$ cat src/vat_pkg.sv
// shared types and constants of the vertex affine transform block
package vat_pkg;

  localparam int unsigned FRAC_BITS_DEF   = 16;
  localparam int unsigned QUEUE_DEPTH_DEF = 4;

  localparam int unsigned DATA_W  = 32;
  localparam int unsigned IDX_W   = 4;
  localparam int unsigned N_ELEM  = 16;
  localparam int unsigned PROD_W  = 2 * DATA_W;
  localparam int unsigned PAIR_W  = PROD_W + 1;
  localparam int unsigned SUM_W   = PROD_W + 2;

  // item kinds
  localparam logic KIND_LOAD  = 1'b0;
  localparam logic KIND_XFORM = 1'b1;

  // multiply order codes
  localparam logic ORDER_ROW = 1'b0;
  localparam logic ORDER_COL = 1'b1;

  typedef logic signed [DATA_W-1:0] word_t;

  // one queued word: a load carries its value in lane 0
  typedef struct packed {
    logic             kind;
    logic [IDX_W-1:0] index;
    word_t [3:0]      val;
  } entry_t;

  // head of the queue as seen by the back end
  typedef struct packed {
    logic   valid;
    entry_t entry;
  } queue_head_t;

endpackage

$ cat src/vat_front.sv
// front end: accepts words, classifies them and queues them for the back end
module vat_front import vat_pkg::*; #(
  parameter int unsigned QUEUE_DEPTH = QUEUE_DEPTH_DEF
) (
  input  logic                clk_i,
  input  logic                rst_ni,
  input  logic                in_valid_i,
  output logic                in_stall_o,
  input  logic                kind_i,
  input  logic [IDX_W-1:0]    element_index_i,
  input  logic signed [DATA_W-1:0] element_value_i,
  input  logic signed [DATA_W-1:0] in_x_i,
  input  logic signed [DATA_W-1:0] in_y_i,
  input  logic signed [DATA_W-1:0] in_z_i,
  input  logic signed [DATA_W-1:0] in_w_i,
  output queue_head_t         head_o,
  input  logic                pop_i
);

  localparam int unsigned PTR_W = (QUEUE_DEPTH > 1) ? $clog2(QUEUE_DEPTH) : 1;
  localparam int unsigned CNT_W = $clog2(QUEUE_DEPTH + 1);

  entry_t             mem_q [QUEUE_DEPTH];
  entry_t             entry_d;
  logic [PTR_W-1:0]   wr_ptr_q, rd_ptr_q;
  logic [CNT_W-1:0]   count_q;
  logic               push;

  // classify the incoming word and pack only the fields that matter
  always_comb begin
    entry_d.kind  = kind_i;
    entry_d.index = '0;
    entry_d.val   = '0;
    unique case (kind_i)
      KIND_LOAD: begin
        entry_d.index  = element_index_i;
        entry_d.val[0] = element_value_i;
      end
      KIND_XFORM: begin
        entry_d.val[0] = in_x_i;
        entry_d.val[1] = in_y_i;
        entry_d.val[2] = in_z_i;
        entry_d.val[3] = in_w_i;
      end
      default: begin
        entry_d.kind = KIND_LOAD;
      end
    endcase
  end

  // queue status
  assign in_stall_o    = (count_q == CNT_W'(QUEUE_DEPTH));
  assign push          = in_valid_i && !in_stall_o;
  assign head_o.valid  = (count_q != '0);
  assign head_o.entry  = mem_q[rd_ptr_q];

  // queue storage
  always_ff @(posedge clk_i) begin
    if (push) begin
      mem_q[wr_ptr_q] <= entry_d;
    end
  end

  // pointers and fill count
  always_ff @(posedge clk_i or negedge rst_ni) begin
    if (!rst_ni) begin
      wr_ptr_q <= '0;
      rd_ptr_q <= '0;
      count_q  <= '0;
    end else begin
      if (push) begin
        wr_ptr_q <= (wr_ptr_q == PTR_W'(QUEUE_DEPTH - 1)) ? '0 : wr_ptr_q + 1'b1;
      end
      if (pop_i) begin
        rd_ptr_q <= (rd_ptr_q == PTR_W'(QUEUE_DEPTH - 1)) ? '0 : rd_ptr_q + 1'b1;
      end
      if (push && !pop_i) begin
        count_q <= count_q + 1'b1;
      end else if (!push && pop_i) begin
        count_q <= count_q - 1'b1;
      end
    end
  end

  // queue never overfills
  a_count_bound: assert property (@(posedge clk_i) disable iff (!rst_ni)
    count_q <= CNT_W'(QUEUE_DEPTH))
    else $error("queue count beyond depth");

  // back end only pops a filled queue
  a_pop_nonempty: assert property (@(posedge clk_i) disable iff (!rst_ni)
    pop_i |-> (count_q != '0))
    else $error("pop from empty queue");

  // a push without a pop grows the queue by one
  a_push_grows: assert property (@(posedge clk_i) disable iff (!rst_ni)
    (push && !pop_i) |=> (count_q == CNT_W'($past(count_q) + 1'b1)))
    else $error("queue count did not grow on push");

endmodule

$ cat config.mk
export PLATFORM = sky130hd
export DESIGN_NAME = vat_front
export DESIGN_NICKNAME = d
export VERILOG_FILES = /design/src/vat_pkg.sv /design/src/vat_front.sv
export SDC_FILE = /design/constraint.sdc
export NUM_CORES = 1
export LEC_CHECK = 0
export ABC_CLOCK_PERIOD_IN_PS = 7900
export BUFFER_PORTS_ARGS = -buffer_cell sky130_fd_sc_hd__buf_2
export CORE_ASPECT_RATIO = 1.2
export CORE_MARGIN = 3
export CORE_UTILIZATION = 23
export CTS_CLUSTER_DIAMETER = 120
export CTS_CLUSTER_SIZE = 25
export DETAILED_ROUTE_END_ITERATION = 16
export GPL_TIMING_DRIVEN = 0
export HOLD_SLACK_MARGIN = 0.03
export MAX_ROUTING_LAYER = met4
export PLACE_DENSITY_LB_ADDON = 0.05
export SLEW_MARGIN = 40
export SYNTH_ARGS = -nofsm -noshare
export SYNTH_HDL_FRONTEND = slang
export SYNTH_SLANG_ARGS = --single-unit
export TNS_END_PERCENT = 5
$ cat constraint.sdc
create_clock -name clk_i -period 7.9 [get_ports clk_i]
set_clock_uncertainty 0.05 [all_clocks]
set_input_delay 0.395 -clock clk_i [delete_from_list [all_inputs] [get_ports clk_i]]
set_output_delay 0.395 -clock clk_i [all_outputs]
set_load 0.1 [all_outputs]
# Yosys cells after proc, flatten, opt, wreduce, memory -nomap -nowiden

Memories as Yosys holds them, arrays and structs flattened.
Cells that the tools add are included.

Bits of input ports: 169
Register bits after elaboration: 7
Memory bits (writable): 532
Memories: 1
Logic and storage cells: 29
Output and inout bits: 135

Memories:

| memory | depth | width | read ports | clocked after memory_dff | write ports | RTL line        | source |
|---|---|---|---|---|---|---|---|
| mem_q  | 4     | 133   | 1          | 0                        | 1           | vat_front.sv:23 | `entry_t mem_q [QUEUE_DEPTH];` |

Muxes and demuxes: 9
Bitwise gates (word level): 1
Add/subtract/negate cells: 4
Eq/ne operators: 3
Reductions and logical operators: 8

Operators by type and width:

| cell                                              | count |
|---|---|
| two-way mux 96 bit                                | 1 |
| one-hot mux 32 bit (2 select lines)               | 1 |
| two-way mux 3 bit                                 | 2 |
| adder 2 x 1 -> 2 bit (second input constant)      | 2 |
| equality test 2 bit (second input constant)       | 2 |
| two-way mux 2 bit                                 | 2 |
| two-way mux 4 bit                                 | 1 |
| adder 3 x 1 -> 3 bit (second input constant)      | 1 |
| equality test 3 bit (second input constant)       | 1 |
| logical AND 1 bit                                 | 3 |
| logical NOT 1 bit                                 | 3 |
| nonzero test 3 bit                                | 1 |
| subtractor 3 x 1 -> 3 bit (second input constant) | 1 |
| two-way mux 1 bit                                 | 2 |
| nonzero test 2 bit                                | 1 |
| inverter 1 bit                                    | 1 |

# Logic depth before layout (Yosys ltp)

Gate-level depths: netlist of run 1.

Depth after elaboration: 7
Mapped depth: 8
Depth with buffers taken out: 8

# Worst setup path after synthesis of run 1

No wires, ideal clock.

Path type: register to register
Start point: register count_q[0]
End point: memory mem_q[3][0] (netlist bit) (enable)
Slack: -0.539 ns
Period minus slack after synthesis: 8.439 ns
Required time: 6.751 ns
Cell stages (with the launch flop): 3
Arrival: 7.290 ns
Buffers on the path: 0
Cells stage by stage: dfrtp_1 nor3b_1 nor2_1

Word-level cells in the longest chain between the ends: 5

Ends and longest elaborated chain:

| what                                    | RTL line        | source |
|---|---|---|
| start: declaration                      | vat_front.sv:26 | `logic [CNT_W-1:0] count_q;` |
| start signal: assignment                | vat_front.sv:78 | `count_q <= count_q + 1'b1;` |
| start signal: assignment                | vat_front.sv:80 | `count_q <= count_q - 1'b1;` |
| equality test 3 bit                     | vat_front.sv:52 | `assign in_stall_o = (count_q == CNT_W'(QUEUE_DEPTH));` |
| net in_stall_o                          | vat_front.sv:8  | `output logic in_stall_o,` |
| logical NOT 1 bit                       | vat_front.sv:53 | `assign push = in_valid_i && !in_stall_o;` |
| logical AND 1 bit                       | vat_front.sv:53 |  |
| two-way mux 1 bit                       | vat_front.sv:59 | `if (push) begin` |
| two-way mux 1 bit (implied by the code) | vat_front.sv:60 | `mem_q[wr_ptr_q] <= entry_d;` |
| end: declaration                        | vat_front.sv:23 |  |

The timed path passes the listed nets, and every way through them passes these cells.

==> metrics.log, run 1 <==
INFO  metric multi_input_comb_area = 0.00424 mm²
INFO  metric startpoint_of_the_most_critical_setup_path = rd_ptr_q[1]
INFO  metric rsz0062_at_grt = false
INFO  metric share_of_synthesized_area_spent_on_multiplexers = 0.165
INFO  metric synth_compound_area_frac = 0
INFO  metric drtPass1Iterations = 5
INFO  metric critical_path_cell_by_cell = buf_2, clkbuf_1, mux4_2, buf_2
INFO  metric dp_hpwl = 36600 µm
INFO  metric numPlacedInstances = 2359
INFO  metric setup_violations = 0
INFO  metric r2r_end = mem_q[1][83]
INFO  metric worst_slew_pin_slew = 0.793 ns
INFO  metric drt-total-wl = 54500 µm
INFO  metric avgRoutedWirePerCell = 22.7 µm
INFO  metric die_w = 279 µm
INFO  metric highest_count_cells_in_the_layout_ignoring_fill_and_taps = sky130_fd_sc_hd__edfxtp_1 (532), sky130_fd_sc_hd__buf_2 (322), sky130_fd_sc_hd__mux4_2 (133)
INFO  metric postLayoutSetupSlackWorst = 4.74 ns
INFO  metric nets = 1416
INFO  metric wire_length_of_the_first_global_routing_pass = 79200 µm
INFO  metric floorplan.initialDensity = 0.234
INFO  metric synth_fa_ha_area_frac = 0.00461
INFO  metric post-route-min-period = 3.16 ns
INFO  metric finish.cell_count_without_fillers = 2404
INFO  metric clk-insertion-delay-late = 0.59 ns
INFO  metric io_buffers = 303
INFO  metric biggest_fanout_along_the_worst_timing_path = 10
INFO  metric fp.coreArea = 0.0883 mm²
INFO  metric route.antenna.remaining_nets = 0
INFO  metric synth_seq_cells = 539
INFO  metric drc_violations_left = 0
INFO  metric post_cts_resized = 0
INFO  metric die_area = 0.0934 mm²
INFO  metric max-slew-margin-rel = 0.472
INFO  metric ctsRootBufferMaster = sky130_fd_sc_hd__clkbuf_16
INFO  metric post-route-period-util = 0.400
INFO  metric final_area = 0.0250 mm²
INFO  metric run_status = finished, final reports clean
INFO  metric maxSlewViolCount = 0
INFO  metric worstPathRequired = 7.46 ns
INFO  metric holdPathEnd = mem_q[0][24]
INFO  metric min_delay_path_depth = 2
INFO  metric max_stage_delay_cell_worst_path = sky130_fd_sc_hd__clkbuf_1
INFO  metric synthSimpleGateAreaFrac = 0.0333
INFO  metric via_density_per_instance = 4.06
INFO  metric grt_start_max_net_pins = 30
INFO  metric globalplace.congestion = 0.661
INFO  metric preCtsSetupSlack = 4.81 ns
INFO  metric worstSetupPathType = reg2out
INFO  metric antenna_found_initial = 5
INFO  metric max-cap-violations = 0
INFO  metric worst-r2r-setup-slack = 5.49 ns
INFO  metric cts_max_path_buffers = 3
INFO  metric crit_path_start_kind = register
INFO  metric finalHoldViolations = 0
INFO  metric floorplan.io_pins = 304
INFO  metric holdCritPathClass = in2reg
INFO  metric fill_cells = 8794
INFO  metric critical_path.reg2reg.startpoint = count_q[2]
INFO  metric fp.dieH = 334 µm
INFO  metric layout-area-overhead-vs-synth = 21.0%
INFO  metric number_of_instances_in_the_synthesized_netlist = 879
INFO  metric cts_htree_levels = 1
INFO  metric post_synth_instance_area = 0.0206 mm²
INFO  metric clock_sinks = 539
INFO  metric grt-ovfl-total = 0
INFO  metric reg2regPathDepth = 5
INFO  metric globalRouteTotalUtil = 0.119
INFO  metric setup_tns_after_final_layout = 0 ns
INFO  metric cts_buffers = 25
INFO  metric yosys.cell_types.count = 20
INFO  metric synthesis.nets = 1055
INFO  metric layout-drive-gt1-share = 0.451
INFO  metric path_common_cell = sky130_fd_sc_hd__buf_2
INFO  metric final_common_cell = sky130_fd_sc_hd__edfxtp_1
INFO  metric synth_warn = 0
INFO  metric clk_pin_slew = 0.11 ns
INFO  metric xor_and_xnor_fraction_of_the_mapped_netlist_area = 0.00127
INFO  metric timing.hold.worst.start = element_value_i[24]
INFO  metric dominant_combinational_cell_family_by_area_after_synthesis = multiplexers
INFO  metric max_freq = 316 MHz
INFO  metric synth-seq-area-share = 0.783
INFO  metric dr_total_vias = 9758
INFO  metric drt_first_iter_violations = 533
INFO  metric timing.critical_path.to_type = primary output
INFO  metric ff_latch_area = 0.0162 mm²
INFO  metric first_global_vias = 10800
INFO  metric syn-mean-instance-area = 23.5 µm²
INFO  metric rows = 119
INFO  metric timing.critical_path.arrival = 2.72 ns
INFO  metric cts_tree = done
INFO  metric cp_slowest_stage_delay = 0.63 ns
INFO  metric placedInstanceArea = 0.0242 mm²
[layout make-up]
type	instances	share of cell area
multi-input cells	291	0.170
repair buffers	334	0.0861
inverters	4	0.000601
clock buffers	33	0.0262
clock inverters	3	0.00260
diodes	6	0.000601
well taps	1149	0.0576
plain buffers	45	0.0100
flip-flops and latches	539	0.647
[metal layers]
| layer | vias up | GRT usage | wire length, µm |
|---|---|---|---|
| met1 | 5164 | 0.153 | 23800 |
| met4 | 0 | 0.0188 | 607 |
| li1 | 4335 | - | - |
| met3 | 32 | 0.0276 | 3300 |
| met2 | 227 | 0.197 | 26800 |
| met5 | - | - | 0 |
[synth_stat cells (all sizes together)]
master	number	share of area
fa	1	0.00097
and2	99	0.030
nor2b	5	0.0015
dfrtp	7	0.0085
ha	6	0.0036
clkbuf	18	0.0033
xor2	2	0.00085
nor3b	1	0.00036
or3	1	0.00036
mux4	133	0.15
buf	27	0.0088
xnor2	1	0.00042
nand2	1	0.00018
edfxtp	532	0.77
mux2	37	0.020
nor2	4	0.00073
inv	4	0.00073
[worst max-delay path: cells and delay by family (launching register included)]
family | cells | cell delay (ns)
DFF | 1 | 0.36
buffers and inverters | 3 | 1.41
muxes | 1 | 0.34
[worst max path at each step]
stage               endpoint  depth (start not counted)
6_report          head_o[66]                          4
3_5_place_dp   mem_q[0][130]                          5
2_1_floorplan    mem_q[3][0]                          2
3_3_place_gp    mem_q[3][80]                          3
5_1_grt          head_o[130]                          5
4_1_cts          head_o[130]                          5
[what timing repair did]
item / 4_1_cts / 5_1_grt
hold buffers: 3 / 0
setup buffers: 0 / 0
endpoints found under the hold margin: 13 / 0
endpoints found under the setup margin: 0 / 0
[metrics by stage]
step | hold slack (ns) | util
floorplan | 0.0494 | -
global placement | 0.204 | 0.267
detailed placement | 0.203 | 0.274
CTS | 0.0451 | 0.283
global route | 0.0693 | 0.283
finish | 0.113 | 0.283
[cell families (layout without fill, tap and decap cells)]
logic type                 after synthesis  in the layout
xor gates and xnor gates                 3              3
adders and majority gates                7              7
buffers and inverters                   49            419
DFF                                    539            539
muxes                                  170            170
other                                    0              6
and+or+nand+nor                        111            111
[registers in the layout, summed over array words and instances, names as in the netlist]
signal,flops
wr_ptr_q,2
mem_q,532
rd_ptr_q,2
count_q,3
Power of run 1 is not shown: default switching activity piles up to over one toggle a cycle in this logic, so the estimate is an artifact.
==> run 2: changes to the inputs <==
--- a/config.mk
+++ b/config.mk
@@ -5,7 +5,8 @@
 export SDC_FILE = /design/constraint.sdc
 export NUM_CORES = 1
 export LEC_CHECK = 0
-export ABC_CLOCK_PERIOD_IN_PS = 7900
+export ABC_AREA = 1
+export ABC_CLOCK_PERIOD_IN_PS = 3300
 export BUFFER_PORTS_ARGS = -buffer_cell sky130_fd_sc_hd__buf_2
 export CORE_ASPECT_RATIO = 1.2
 export CORE_MARGIN = 3
==> constraint.sdc (replaced) <==
create_clock -name clk_i -period 3.3 [get_ports clk_i]
set_clock_uncertainty 0.05 [all_clocks]
set_input_delay 0.165 -clock clk_i [delete_from_list [all_inputs] [get_ports clk_i]]
set_output_delay 0.165 -clock clk_i [all_outputs]
set_load 0.1 [all_outputs]
==> metrics.log, run 2 <==
INFO  metric r2r_end = mem_q[1][15]
INFO  metric critical_path_cell_by_cell = buf_2, inv_2, clkbuf_1, o211ai_1, nand2_1, buf_2
INFO  metric cts_htree_levels = 1 (unchanged)
INFO  metric timing.critical_path.max_delay_family = buffers and inverters
INFO  metric worstPathRequired = 3.08 ns (-4.38 ns)
INFO  metric cp_slowest_stage_delay = 0.55 ns (-0.08 ns)
INFO  metric synth_compound_area_frac = 0.0887 (+0.0887)
INFO  metric drt-total-wl = 72300 µm (+33%)
INFO  metric cp_num_buf_inv = 4 (+1)
INFO  metric max_ffs_per_register = 532 (unchanged)
INFO  metric rows = 125 (+5.0%)
INFO  metric floorplan.initialDensity = 0.233 (-0.000448)
INFO  metric crit_path_start_kind = register
INFO  metric run_status = finished, final reports clean
INFO  metric clk-insertion-delay-late = 0.60 ns (about the same)
INFO  metric synth_enable_flop_cells = 532 (unchanged)
INFO  metric yosys-top-cells-area = sky130_fd_sc_hd__edfxtp_1 (70%), sky130_fd_sc_hd__o211ai_1 (8.8%), sky130_fd_sc_hd__nand2_1 (8.4%), sky130_fd_sc_hd__inv_1 (6.3%), sky130_fd_sc_hd__mux2_2 (1.6%)
INFO  metric max_stage_delay_cell_worst_path = sky130_fd_sc_hd__clkbuf_1
INFO  metric critical_path.reg2reg.startpoint = count_q[0]
INFO  metric numPlacedInstances = 3476 (+47%)
INFO  metric grt_start_max_net_pins = 27 (-10%)
INFO  metric clk_pin_slew = 0.11 ns (about the same)
INFO  metric drtPass1Iterations = 4 (-1)
INFO  metric finish.cell_count_without_fillers = 3696 (+54%)
INFO  metric setup_violations = 0 (unchanged)
INFO  metric finalHoldViolations = 0 (unchanged)
INFO  metric synthesis.nets = 2033 (+93%)
INFO  metric yosys.cell_types.count = 19 (-5.0%)
INFO  metric max-slew-margin-rel = 0.477 (+0.00505)
INFO  metric final_area = 0.0293 mm² (+17%)
INFO  metric cts_tree = done
INFO  metric regMostFlops = mem_q
INFO  metric post-route-min-period = 3.15 ns
INFO  metric fp.dieH = 350 µm (+4.8%)
INFO  metric first_global_vias = 15200 (+40%)
INFO  metric yosysMostFrequentCell = sky130_fd_sc_hd__edfxtp_1
INFO  metric worstSetupPathType = reg2out
INFO  metric max-cap-violations = 0 (unchanged)
INFO  metric share_of_synthesized_area_spent_on_multiplexers = 0.0159 (-0.149)
INFO  metric ctsRootBufferMaster = sky130_fd_sc_hd__clkbuf_16
INFO  metric number_of_instances_in_the_synthesized_netlist = 1857 (+110%)
INFO  metric post-route-util = 0.301 (+0.0179)
INFO  metric dp_hpwl = 50100 µm (+37%)
INFO  metric startpoint_of_the_most_critical_setup_path = rd_ptr_q[1]
INFO  metric synth_warn = 0 (unchanged)
INFO  metric highest_count_cells_in_the_layout_ignoring_fill_and_taps = sky130_fd_sc_hd__edfxtp_1 (532), sky130_fd_sc_hd__nand2_1 (507), sky130_fd_sc_hd__inv_1 (381)
INFO  metric die_w = 293 µm (+4.8%)
INFO  metric synth_top_cell_area_share = 0.704 (-0.0702)
INFO  metric maxSlewViolCount = 0 (unchanged)
INFO  metric layout-drive-gt1-share = 0.204 (-0.247)
INFO  metric biggest_fanout_along_the_worst_timing_path = 10 (unchanged)
INFO  metric cts_buffers = 25 (unchanged)
INFO  metric holdCritPathClass = in2reg
INFO  metric fp.coreArea = 0.0973 mm² (+10%)
INFO  metric post-route-period-util = 0.956
INFO  metric grt-ovfl-total = 0 (unchanged)
INFO  metric via_density_per_instance = 4.01 (-1.2%)
INFO  metric synth_seq_cells = 539 (unchanged)
INFO  metric rsz0062_at_grt = true
INFO  metric floorplan.io_pins = 304 (unchanged)
INFO  metric placedInstanceArea = 0.0268 mm² (+11%)
INFO  metric top_registers = mem_q (532), count_q (3)
INFO  metric worst_slew_pin_slew = 0.785 ns (-0.00757 ns)
INFO  metric avgRoutedWirePerCell = 19.6 µm (-14%)
INFO  metric die_area = 0.102 mm² (+9.8%)
INFO  metric reg2regPathDepth = 9 (+4)
INFO  metric io_buffers = 303 (unchanged)
INFO  metric drc_violations_left = 0 (unchanged)
INFO  metric min_delay_path_depth = 4 (+2)
INFO  metric max_freq = 317 MHz
INFO  metric route.antenna.remaining_nets = 0 (unchanged)
INFO  metric synth_fa_ha_area_frac = 0.00419 (-0.000418)
INFO  metric timing.hold.worst.start = in_z_i[10]
INFO  metric yosys_top_cell_by_area = sky130_fd_sc_hd__edfxtp_1
INFO  metric antenna_found_initial = 7 (+2)
INFO  metric synth-main-ff-cell = sky130_fd_sc_hd__edfxtp_1
INFO  metric synthSimpleGateAreaFrac = 0.0869 (+0.0535)
INFO  metric synth.cells.most_frequent = sky130_fd_sc_hd__edfxtp_1 (532), sky130_fd_sc_hd__nand2_1 (507), sky130_fd_sc_hd__inv_1 (381)
INFO  metric clock_sinks = 539 (unchanged)
INFO  metric holdPathEnd = mem_q[0][74]
INFO  metric timing.critical_path.arrival = 2.94 ns (+0.22 ns)
INFO  metric synth-seq-area-share = 0.712 (-0.0709)
INFO  metric nets = 2578 (+82%)
INFO  metric dominant_combinational_cell_family_by_area_after_synthesis = buffers and inverters
INFO  metric final_common_cell = sky130_fd_sc_hd__edfxtp_1
INFO  metric wire_length_of_the_first_global_routing_pass = 105000 µm (+33%)
INFO  metric drt_first_iter_violations = 713 (+34%)
INFO  metric synth_async_sr_flop_share = 0.0130 (unchanged)
INFO  metric cts_max_path_buffers = 3 (unchanged)
INFO  metric xor_and_xnor_fraction_of_the_mapped_netlist_area = 0.000386 (-0.000887)
INFO  metric dr_total_vias = 14800 (+52%)
INFO  metric worst-r2r-setup-slack = 0.48 ns (-5.01 ns)
INFO  metric syn-mean-instance-area = 12.2 µm² (-48%)
INFO  metric post_synth_instance_area = 0.0227 mm² (+10%)
INFO  metric globalRouteTotalUtil = 0.143 (+0.0238)
INFO  metric layout-area-overhead-vs-synth = 28.9%
INFO  metric path_common_cell = sky130_fd_sc_hd__buf_2
INFO  metric timing.critical_path.to_type = primary output
INFO  metric globalplace.congestion = 0.717 (+8.5%)
run 2: cell count changes in the layout (fill, tap and decap cells not counted), sizes merged, moves of 6 or more:
cell | previous run | this run
clkbuf | 51 | 70
mux4 | 133 | 0
o211ai | 0 | 266
and2 | 99 | 0
dlygate4sd3 | 3 | 169
inv | 4 | 384
buf | 358 | 425
nand2 | 1 | 507
nor2 | 4 | 10
run 2: routing by layer:
metal,vias to the layer above,wire (µm),share of wire,GRT usage
met2,245,35700,0.49,0.246
met1,7168,32500,0.45,0.181
li1,7353,-,-,-
met3,50,3330,0.046,0.0249
met5,-,0,0,-
met4,0,870,0.012,0.0211
run 2: worst max path at each step:
stage                     slack, ns           end  depth (start not counted)
after detailed placement       0.45  mem_q[1][17]                          9
final                          0.15    head_o[71]                          6
after floorplan               -1.43   mem_q[0][0]                          4
after global routing          -0.05    head_o[71]                          6
after global placement        -5.90  mem_q[2][17]                          4
after CTS                     0.003   head_o[124]                          7
run 2: cell families after synthesis:
kind of cell,count (synthesis)
muxes,32
xor gates and xnor gates,1
adders and majority gates,7
buffers and inverters,486
AOI/OAI and AO/OA,269
and+or+nand+nor,523
DFF,539
run 2: worst register-to-register path, stage by stage (launching register included):
cell and delay (ns):
sky130_fd_sc_hd__dfrtp_1 0.43, sky130_fd_sc_hd__inv_1 0.08, sky130_fd_sc_hd__nand3_1 0.14, sky130_fd_sc_hd__nand2_1 0.31
sky130_fd_sc_hd__nor2_4 0.56, sky130_fd_sc_hd__buf_16 0.24, sky130_fd_sc_hd__buf_16 0.17, sky130_fd_sc_hd__buf_8 0.18
sky130_fd_sc_hd__buf_16 0.17, sky130_fd_sc_hd__buf_8 0.18
run 2: metrics by stage:
step	setup TNS, ns	hold slack, ns	setup WS, ns
finish	0	0.382	0.145
global route	-0.197	0.338	-0.0488
CTS	0	0.329	0.00333
detailed placement	0	-0.0298	0.449
global placement	-3038.58	-0.0265	-5.90
floorplan	-758.53	-0.181	-1.43
run 2: layout make-up:
cell class | instances | area [µm²]
fill | 9956 | 68000
sequential | 539 | 16200
antenna | 6 | 15.0
inverter | 383 | 1440
multi-input combinational | 832 | 4480
tap | 1270 | 1590
clock inverter | 2 | 13.8
timing repair buffer | 518 | 4220
buffer | 103 | 659
clock buffer | 43 | 693
run 2: timing repair:
action,in CTS,in global routing
resized for setup,1,6
endpoints found under the setup margin,1,21
buffers inserted,0,0
endpoints found under the hold margin,544,0
hold buffers,169,0
Power of run 2 is left out for the same reason.
==> run 3: changes to the inputs <==
--- a/config.mk
+++ b/config.mk
@@ -6,10 +6,9 @@
 export NUM_CORES = 1
 export LEC_CHECK = 0
 export ABC_AREA = 1
-export ABC_CLOCK_PERIOD_IN_PS = 3300
+export ABC_CLOCK_PERIOD_IN_PS = 3450
 export BUFFER_PORTS_ARGS = -buffer_cell sky130_fd_sc_hd__buf_2
 export CORE_ASPECT_RATIO = 1.2
-export CORE_MARGIN = 3
 export CORE_UTILIZATION = 23
 export CTS_CLUSTER_DIAMETER = 120
 export CTS_CLUSTER_SIZE = 25
==> constraint.sdc (replaced) <==
create_clock -name clk_i -period 3.45 [get_ports clk_i]
set_clock_uncertainty 0.05 [all_clocks]
set_input_delay 0.1725 -clock clk_i [delete_from_list [all_inputs] [get_ports clk_i]]
set_output_delay 0.1725 -clock clk_i [all_outputs]
set_load 0.1 [all_outputs]
==> metrics.log, run 3 (synthesis results as in run 2) <==
INFO  metric worstPathRequired = 3.23 ns (+0.15 ns)
INFO  metric grt_start_max_net_pins = 27 (unchanged)
INFO  metric final_common_cell = sky130_fd_sc_hd__edfxtp_1
INFO  metric drt-total-wl = 72000 µm (-0.42%)
INFO  metric max_stage_delay_cell_worst_path = sky130_fd_sc_hd__clkbuf_1
INFO  metric numPlacedInstances = 3478 (+0.058%)
INFO  metric post-route-min-period = 3.24 ns
INFO  metric grt-ovfl-total = 0 (unchanged)
INFO  metric setup_tns_after_final_layout = 0 ns (unchanged)
INFO  metric floorplan.initialDensity = 0.233 (unchanged)
INFO  metric run_status = finished, final reports clean
INFO  metric critical_path_cell_by_cell = buf_2, inv_2, clkbuf_1, o211ai_1, nand2_1, buf_2
INFO  metric cts_buffers = 26 (+4.0%)
INFO  metric die_area = 0.0999 mm² (-2.5%)
INFO  metric maxSlewViolCount = 0 (unchanged)
INFO  metric holdCritPathClass = in2reg
INFO  metric rows = 125 (unchanged)
INFO  metric ctsRootBufferMaster = sky130_fd_sc_hd__clkbuf_16
INFO  metric clk_pin_slew = 0.10 ns (about the same)
INFO  metric globalplace.congestion = 0.698 (-2.6%)
INFO  metric floorplan.io_pins = 304 (unchanged)
INFO  metric cp_num_buf_inv = 4 (unchanged)
INFO  metric die_w = 289 µm (-1.4%)
INFO  metric timing.hold.ws = 0.340 ns (-0.0426 ns)
INFO  metric crit_path_start_kind = register
INFO  metric path_common_cell = sky130_fd_sc_hd__buf_2
INFO  metric finish.cell_count_without_fillers = 3705 (+0.24%)
INFO  metric timing.critical_path.to_type = primary output
INFO  metric antenna_found_initial = 9 (+2)
INFO  metric route.antenna.remaining_nets = 0 (unchanged)
INFO  metric avgRoutedWirePerCell = 19.4 µm (-0.67%)
INFO  metric top_registers = mem_q (532), count_q (3)
INFO  metric cp_slowest_stage_delay = 0.55 ns (about the same)
INFO  metric clk-insertion-delay-late = 0.61 ns (about the same)
INFO  metric clock_sinks = 539 (unchanged)
INFO  metric layout-drive-gt1-share = 0.206 (+0.00164)
INFO  metric cts_max_path_buffers = 3 (unchanged)
INFO  metric cts_tree = done
INFO  metric fp.coreArea = 0.0973 mm² (unchanged)
INFO  metric finalHoldViolations = 0 (unchanged)
INFO  metric biggest_fanout_along_the_worst_timing_path = 10 (unchanged)
INFO  metric regMostFlops = mem_q
INFO  metric via_density_per_instance = 4.01 (about the same)
INFO  metric fp.dieH = 346 µm (-1.1%)
INFO  metric cts_htree_levels = 1 (unchanged)
INFO  metric worstSetupPathType = reg2out
INFO  metric timing.critical_path.arrival = 3.02 ns (+0.08 ns)
INFO  metric post-route-util = 0.302 (+0.00158)
INFO  metric postCtsSetupBuffers = 0 (unchanged)
INFO  metric post-route-period-util = 0.940
INFO  metric drt_first_iter_violations = 570 (-20%)
INFO  metric dr_total_vias = 14800 (+0.21%)
INFO  metric drtPass1Iterations = 5 (+1)
INFO  metric io_buffers = 303 (unchanged)
INFO  metric setup_violations = 0 (unchanged)
INFO  metric timing.critical_path.max_delay_family = buffers and inverters
INFO  metric rsz0062_at_grt = false
INFO  metric layout-area-overhead-vs-synth = 29.6%
INFO  metric fill_cells = 10000 (+0.45%)
INFO  metric max_ffs_per_register = 532 (unchanged)
INFO  metric worst_slew_pin_slew = 0.747 ns (-0.0384 ns)
INFO  metric nets = 2581 (+0.12%)
INFO  metric globalRouteTotalUtil = 0.147 (+0.00387)
INFO  metric max-cap-violations = 0 (unchanged)
INFO  metric highest_count_cells_in_the_layout_ignoring_fill_and_taps = sky130_fd_sc_hd__edfxtp_1 (532), sky130_fd_sc_hd__nand2_1 (507), sky130_fd_sc_hd__inv_1 (381)
INFO  metric wire_length_of_the_first_global_routing_pass = 105000 µm (-0.53%)
INFO  metric max-slew-margin-rel = 0.502 (+0.0256)
INFO  metric first_global_vias = 15400 (+1.4%)
INFO  metric drc_violations_left = 0 (unchanged)
INFO  metric max_freq = 308 MHz
INFO  metric dp_hpwl = 49600 µm (-0.87%)
[run 3: worst paths after layout]
| check | startpoint | to | slack [ns] | cells past startpoint |
|---|---|---|---|---|
| min in group asynchronous | rst_ni | rd_ptr_q[0] | 0.52 | 3 |
| setup reg to reg | count_q[0] | mem_q[3][55] | 0.70 | 9 |
| setup / recovery | rd_ptr_q[1] | head_o[62] | 0.21 | 6 |
| hold reg to reg | count_q[2] | count_q[2] | 0.46 | 2 |
| max in group asynchronous | rst_ni | wr_ptr_q[1] | 2.56 | 3 |
| hold / removal | pop_i | rd_ptr_q[1] | 0.34 | 3 |
[run 3: layout make-up]
class                      instances  area [µm²]  area share
antenna                           10        25.0    0.000851
buffer                           103         658      0.0224
clock buffer                      44         739      0.0251
clock inverter                     4        42.5     0.00145
inverter                         383        1440      0.0489
multi-input combinational        832        4480       0.152
sequential                       539       16200       0.549
tap                             1270        1590      0.0540
timing repair buffer             520        4290       0.146
[run 3: stage by stage]
step           instance area [µm²]  setup slack [ns]
2_1_floorplan                22700             -1.28
3_3_place_gp                 25800             -5.71
3_5_place_dp                 26900             0.647
4_1_cts                      29400             0.104
5_1_grt                      29400           0.00803
6_report                     29400             0.208
[run 3: repair_timing]
| item | in CTS | in global routing |
|---|---|---|
| hold buffers | 169 | 0 |
| resized for setup | 0 | 0 |
| hold endpoints to repair | 544 | 0 |
[run 3: metal layers]
layer  routed length [µm]  track usage  vias to the layer above
li1                     -            -                     7364
met1                32200        0.182                     7192
met2                35600        0.250                      241
met3                 3370       0.0273                       50
met4                  915       0.0241                        0
met5                    0            -                        -
[run 3: tightest hold or removal path, delay by kind of cell]
kind / cells / cell delay, ns
AO/OA/AOI/OAI: 1 / 0.07
buffers and inverters: 2 / 0.72
Power of run 3 is left out for the same reason.
